**src/rtl/ohash_pkg.sv**
```systemverilog
`default_nettype none

package ohash_pkg;

   // operation codes
   localparam logic FUNC_INSERT = 1'b0;
   localparam logic FUNC_LOOKUP = 1'b1;

   // result status codes
   localparam int STATUS_W = 2;
   localparam logic [STATUS_W-1:0] ST_FOUND     = 2'd0;
   localparam logic [STATUS_W-1:0] ST_INSERTED  = 2'd1;
   localparam logic [STATUS_W-1:0] ST_NOT_FOUND = 2'd2;
   localparam logic [STATUS_W-1:0] ST_FULL      = 2'd3;

   // result field widths
   localparam int INDEX_OUT_W = 10;
   localparam int OCC_OUT_W   = 11;

   // configuration registers
   localparam int CSR_IDX_W  = 2;
   localparam int CSR_DATA_W = 10;
   localparam logic [CSR_IDX_W-1:0] CSR_SIZE_LOG2     = 2'd0;
   localparam logic [CSR_IDX_W-1:0] CSR_MAX_OCCUPANCY = 2'd1;
   localparam logic [CSR_IDX_W-1:0] CSR_PROBE_MODE    = 2'd2;

   localparam int SIZE_LOG2_W = 4;
   localparam int MAX_OCC_W   = 10;
   localparam int MIN_LOG2    = 3;

   localparam logic [SIZE_LOG2_W-1:0] SIZE_LOG2_RST = 4'd10;
   localparam logic [MAX_OCC_W-1:0]   MAX_OCC_RST   = 10'd886;
   localparam logic                   PROBE_MODE_RST = 1'b0;

   localparam logic PROBE_XOR    = 1'b0;
   localparam logic PROBE_LINEAR = 1'b1;

   // controller to datapath
   typedef struct packed {
      logic clear_step;
      logic accept;
      logic read;
      logic advance;
      logic finish;
   } ohash_cmd_type;

   // datapath to controller
   typedef struct packed {
      logic clear_last;
      logic probe_stop;
      logic out_free;
   } ohash_sts_type;

endpackage

`default_nettype wire

```
**src/rtl/ohash_ctrl.sv**
```systemverilog
`default_nettype none

module ohash_ctrl (
   input  wire                    clock,
   input  wire                    reset,
   input  wire                    req_valid,
   output logic                   req_ready,
   input  ohash_pkg::ohash_sts_type sts,
   output ohash_pkg::ohash_cmd_type cmd
);
   import ohash_pkg::*;

   localparam logic [1:0] S_CLEAR = 2'd0;
   localparam logic [1:0] S_IDLE  = 2'd1;
   localparam logic [1:0] S_READ  = 2'd2;
   localparam logic [1:0] S_CMP   = 2'd3;

   logic [1:0] state_ff;
   logic [1:0] state_in;

   always_comb begin
      state_in  = state_ff;
      req_ready = 1'b0;
      cmd       = '0;
      case (state_ff)
         S_CLEAR: begin
            cmd.clear_step = 1'b1;
            if (sts.clear_last) begin
               state_in = S_IDLE;
            end
         end
         S_IDLE: begin
            req_ready = 1'b1;
            if (req_valid) begin
               cmd.accept = 1'b1;
               state_in   = S_READ;
            end
         end
         S_READ: begin
            cmd.read = 1'b1;
            state_in = S_CMP;
         end
         S_CMP: begin
            // once the probe stops, hold here while the result register is still occupied
            if (sts.probe_stop) begin
               if (sts.out_free) begin
                  cmd.finish = 1'b1;
                  state_in   = S_IDLE;
               end
            end else begin
               cmd.advance = 1'b1;
               state_in    = S_READ;
            end
         end
         default: begin
            state_in = S_CLEAR;
         end
      endcase
   end

   always_ff @(posedge clock) begin
      if (reset) begin
         state_ff <= S_CLEAR;
      end else begin
         state_ff <= state_in;
      end
   end

endmodule

`default_nettype wire

```
**config.mk**
```make
export PLATFORM = sky130hd
export DESIGN_NAME = ohash_ctrl
export DESIGN_NICKNAME = d
export VERILOG_FILES = /design/src/rtl/ohash_pkg.sv /design/src/rtl/ohash_ctrl.sv
export SDC_FILE = /design/constraint.sdc
export NUM_CORES = 1
export LEC_CHECK = 0
export BUFFER_PORTS_ARGS = -buffer_cell sky130_fd_sc_hd__buf_4
export CAP_MARGIN = 40
export CORE_AREA = 2 2 39 41
export DETAILED_ROUTE_END_ITERATION = 10
export DIE_AREA = 0 0 41 43
export GPL_ROUTABILITY_DRIVEN = 0
export PLACE_DENSITY = 0.39
export SYNTH_ARGS = -nofsm -noshare
export SYNTH_HDL_FRONTEND = slang
export SYNTH_SLANG_ARGS = --single-unit
```
**constraint.sdc**
```tcl
create_clock -name clock -period 1.1 [get_ports clock]
set_clock_uncertainty 0.1 [all_clocks]
set_input_delay 0.11 -clock clock [delete_from_list [all_inputs] [get_ports clock]]
set_output_delay 0.11 -clock clock [all_outputs]
set_load 0.005 [all_outputs]
```
==> flow_summary.toml, run 1 <==
[clock_network]
cts_buffer_depth = 2
root_buffer = "clkbuf_4"
htreeDepth = 1
numCtsBuffers = 3
cts_tree = "done"
clkSinkCount = 2
insertion_delay_ns = 0.22
clkTransAtPathRegs_ns = 0.03

[timing]
rsz0062_at_grt = "yes"
fmax_ghz = 0.895
layout_setup_ws_ns = -0.0176
setup_violations = 2
drv_slew = 0
finalCritPeriodShare_pct = 102
fin_crit_ns = 1.12
hold_viol_final = 0
tightest_slew_ns = 0.136
slew_headroom_pct = 90.6

[floorplanning]
io-pin-count = 12
dieArea_um2 = 1760
core_um2 = 1380
rows = 14
die_w_um = 41
die_height_um = 43
initial_core_util_pct = 9.40

[worst_setup_path]
r2r_cells = 4
arrival_ns = 0.91
worstPathRequired_ns = 0.89
cp_slowest_cell = "dfxtp_4"
cp.buffers_inverters = 1
max_stage_delay_ns = 0.35
crit_cells = 2
startpoint_type = "register"
end_kind = "output pin"
crit_family = "flip-flops"
cp_max_fo = 6
criticalPathCategory = "reg2out"
path_cells = "and3b_1 -> buf_4"

[power_and_ir_drop]
p_leak_nw = 0.144
power.total_mw = 0.335
power_density_nw_per_um2 = 1130
internal_power_mw = 0.258
power.share.clock_pct = 46.9
p_seq_share_pct = 27.3
p_comb_share_pct = 25.8
peakVddDrop_uv = 260
switchingPower_mw = 0.0770
p_sw_share_pct = 23.0

[synth]
synth_top_family_by_area = "simple AND/OR/NAND/NOR gates"
synth_area_um2 = 130
synth_compound_area_share_pct = 9.62
synth.distinct_cells = 13
synthAdderAreaFrac_pct = 0
ys_ff_latch = 2
synth-simple-area-share_pct = 43.3
synth_top_area_share_pct = 30.8
ys_warn_count = 0
synth_area_leader_cell = "dfxtp_1"
synth-xor-area-share_pct = 0
synthCells = 18
synth_area_leaders = "dfxtp_1, nor2_1, mux2i_1"
syn_nets = 24
seq_area_frac_synth_pct = 30.8
synthMuxAreaShare_pct = 7.69
synth_area_per_cell_um2 = 7.23

[placed_design]
port_buffers = 11
dp.cells = 45
dpl_worst_slack_ns = 0.0805
dpl.hpwl_um = 303
placed_cell_area_um2 = 233

[drt]
drt.antenna.violating_nets = 0
routed_wirelength_um = 401
routed-via-count = 180
firstDrtPassIters = 3
drc = 0
wire_per_inst_um = 7.86
via_per_inst = 3.53
drt_iter0_markers = 3

[flow_run]
maxCapViolCount = 0

[global_routing]
grt_pass1_vias = 150
grt_pass1_wl_um = 586
antenna_found_initial = 0
grt_max_degree = 9
overflow = 0
groute.usage.overall_pct = 5.41

[final_layout]
nets = 43
fin_util_pct = 21.4
drive_gt1_share_pct = 62.9
final_cell_area_um2 = 297
syn2layout_area_growth_pct = 128
regMostFlops = "state_ff"
instances_no_fill = 51
reg_top3 = "state_ff x2"
antenna_cells = 0
largest_reg_flops = 2

[outcome]
violations = "setup timing"
status = "finished, violations left"

[min_path]
hold_path_class = "in2reg"
whs_path_depth = 3
-- worst paths after layout --
kind                             startpoint     endpoint  slack, ns
worst max register to register  state_ff[1]  state_ff[0]       0.04
worst min register to register  state_ff[0]  state_ff[0]       0.38
worst min-delay path                 sts[2]  state_ff[0]       0.13
worst max-delay path            state_ff[1]       cmd[3]      -0.02
-- cell usage in the layout, fill, tap and decap left out, types with 2 or more instances in the layout --
cell type and count:
buf_4 13, nor2_1 3, clkbuf_4 3, dfxtp_4 2
-- kinds of logic after synthesis --
logic type	after synthesis
and+or+nand+nor	11
AOI/OAI and AO/OA	2
DFF	2
buffers and inverters	2
muxes	1
-- power groups by stage --
stage	combinational [mW]	sequential, mW	clock, mW
6_report	0.0864	0.0912	0.157
5_1_grt	0.0939	0.0932	0.177
4_1_cts	0.0827	0.0907	0.175
3_5_place_dp	0.0717	0.0925	0
3_3_place_gp	0.0713	0.0919	0
2_1_floorplan	0.0335	0.0862	0
-- synthesized netlist by cell type --
| cell type | count |
|---|---|
| a21oi_1 | 1 |
| nor2b_1 | 1 |
| nand3_1 | 1 |
| dfxtp_1 | 2 |
| nor2_1 | 4 |
| mux2i_1 | 1 |
| buf_4 | 1 |
| nor3_1 | 1 |
| nand2_1 | 2 |
| inv_1 | 1 |
| and2b_2 | 1 |
| a211oi_1 | 1 |
| and3b_1 | 1 |
-- layer usage --
metal,vias to the layer above,share of wire [%],wire length (µm),global-route usage (%)
met5,-,0,0,0
met4,0,0,0,6.00
met3,0,12,48,3.14
met2,9,48,193,5.63
met1,78,39,158,6.71
li1,93,-,-,-
-- through the flow --
step / hold WS, ns / TNS (ns)
5_1_grt: 0.145 / -0.169
4_1_cts: 0.119 / -0.0573
3_5_place_dp: 0.186 / 0
2_1_floorplan: 0.0824 / 0
3_3_place_gp: 0.187 / 0
6_report: 0.128 / -0.0315
-- final cells by class --
cell class / instances / area, µm²
clock buffers: 3 / 22.5
fillers: 160 / 1090
inverters: 1 / 3.75
multi-input cells: 14 / 83.8
flip-flops and latches: 2 / 47.5
well taps: 16 / 20.0
repair buffers: 15 / 119
-- repair_timing --
| item | in CTS | in global routing |
|---|---|---|
| hold buffers | 1 | 0 |
| gates cloned | 0 | 0 |
| hold endpoints to repair | 2 | 0 |
| setup buffers | 1 | 1 |
| gates resized for setup | 5 | 2 |
| pin swaps | 0 | 1 |
| endpoints found under the setup margin | 6 | 4 |
-- worst reg2reg max path: cells and delay by family (launching register included) --
| kind | cells | cell delay, ns |
|---|---|---|
| DFF | 1 | 0.35 |
| AOI/OAI and AO/OA | 1 | 0.06 |
| buffers and inverters | 2 | 0.27 |
| and+or+nand+nor | 1 | 0.16 |
(Power assumes the default switching activity.)
==> run 2, diff against run 1 <==
==> constraint.sdc (replaced) <==
create_clock -name clock -period 1.1 [get_ports clock]
set_clock_uncertainty 0.1 [all_clocks]
set_input_delay 0.165 -clock clock [delete_from_list [all_inputs] [get_ports clock]]
set_output_delay 0.165 -clock clock [all_outputs]
set_load 0.005 [all_outputs]
==> run 2 against run 1 <==
Compared with the run above: the run still ends with setup timing left; wire length shrank 2.7%; sequential share of layout area grew 0.71 points; die area is the same; final cell count shrank 2.0%; fmax shrank 5.0%; global-route usage grew 1.1 points; clock-buffer cell count is the same; clock power is essentially flat; via count shrank 1.7%; hold slack gained 0.047 ns; total power shrank 0.39%; first-iteration DRC count is the same.
==> flow_summary.toml, run 2 (synthesis results as in run 1) <==
[min_path]
hold_path_end = "state_ff[0]"
hold_path_class = "in2reg"
min_from = "sts[2]"
whs_path_depth = 3

[floorplanning]
dieArea_um2 = 1760
die_w_um = 41
die_height_um = 43
io-pin-count = 12
rows = 14
initial_core_util_pct = 9.40
core_um2 = 1380

[timing]
finalCritPeriodShare_pct = 107
setup_tns_ns = -0.188
tightest_slew_ns = 0.170
holdWs_ns = 0.175
rsz0062_at_grt = "yes"
slew_headroom_pct = 88.6
drv_slew = 0
setup_violations = 5
fin_crit_ns = 1.18
layout_setup_ws_ns = -0.0765
hold_viol_final = 0
fmax_ghz = 0.850

[final_layout]
final_cell_mix = "buf_4, nor2_1, clkbuf_4"
drive_gt1_share_pct = 55.9
fillers = 160
final_cell_area_um2 = 284
reg_top3 = "state_ff x2"
nets = 42
largest_reg_flops = 2
antenna_cells = 0
fin_util_pct = 20.5
syn2layout_area_growth_pct = 118
final_common_cell = "buf_4"
instances_no_fill = 50
regMostFlops = "state_ff"
seqCellArea_um2 = 47.5
multi_input_area_um2 = 78.8

[clock_network]
htreeDepth = 1
insertion_delay_ns = 0.22
root_buffer = "clkbuf_4"
numCtsBuffers = 3
clkTransAtPathRegs_ns = 0.03
cts_tree = "done"
cts_buffer_depth = 2
clkSinkCount = 2

[drt]
drc = 0
drt.antenna.violating_nets = 0
drt_iter0_markers = 3
via_per_inst = 3.54
firstDrtPassIters = 4
wire_per_inst_um = 7.80
routed-via-count = 177
routed_wirelength_um = 390

[placed_design]
placed_cell_area_um2 = 233
dpl_worst_slack_ns = 0.0264
dpl.hpwl_um = 302
port_buffers = 11
dp.cells = 45

[global_routing]
overflow = 0
antenna_found_initial = 0
grt_max_degree = 8
grt_pass1_wl_um = 641
groute.usage.overall_pct = 6.51
grt_pass1_vias = 163

[worst_setup_path]
path_cells = "and3b_1 -> buf_4"
startpoint_type = "register"
worstPathRequired_ns = 0.83
crit_family = "flip-flops"
r2r_setup_slack_ns = 0.10
r2r_cells = 3
crit_cells = 2
cp_slowest_cell = "dfxtp_4"
cp_max_fo = 7
end_kind = "output pin"
reg2reg_from = "state_ff[1]"
reg2reg_to = "state_ff[0]"
max_stage_delay_ns = 0.35
criticalPathCategory = "reg2out"
arrival_ns = 0.91
cp.buffers_inverters = 1

[outcome]
violations = "setup timing"
status = "finished, violations left"

[power_and_ir_drop]
p_leak_nw = 0.138
power.total_mw = 0.333
power_density_nw_per_um2 = 1170
peakVddDrop_uv = 274

[flow_run]
maxCapViolCount = 0
run 2: what timing repair did:
item / in CTS / in global routing
pin swaps: 0 / 0
setup endpoints to repair: 6 / 5
setup buffers: 1 / 0
hold buffers: 1 / 0
resized for setup: 5 / 0
hold endpoints to repair: 2 / 0
run 2: cell type report:
| cell class | count | share of cell area (%) |
|---|---|---|
| Timing Repair Buffer | 14 | 39.2 |
| Inverter | 1 | 1.32 |
| Clock buffer | 3 | 7.93 |
| Sequential cell | 2 | 16.7 |
| Multi-Input combinational cell | 14 | 27.8 |
| Tap cell | 16 | 7.05 |
run 2: worst max path at each step:
stage,endpoint,startpoint,slack (ns)
after global routing,cmd[1],state_ff[0],-0.14
after global placement,req_ready,state_ff[1],0.03
after detailed placement,req_ready,state_ff[1],0.03
after CTS,cmd[3],state_ff[1],-0.09
after floorplan,state_ff[1],state_ff[1],0.13
final,cmd[3],state_ff[1],-0.08
run 2: metal layers:
| layer | routed length [µm] | GRT usage, % | vias up |
|---|---|---|---|
| met1 | 168 | 6.37 | 78 |
| met4 | 0 | 8.00 | 0 |
| met5 | 0 | 0 | - |
| met3 | 28 | 6.28 | 0 |
| met2 | 193 | 6.56 | 7 |
| li1 | - | - | 92 |
run 2: report_power, final:
part / internal [mW] / switching, mW / total [mW]
combinational: 0.0555 / 0.0273 / 0.0828
clock: 0.120 / 0.0402 / 0.160
sequential: 0.0798 / 0.0102 / 0.0900
run 2: worst register-to-register path, stage by stage (launching register included):
cell	delay, ns
dfxtp_4	0.35
buf_4	0.14
mux2i_1	0.11
a211oi_1	0.22
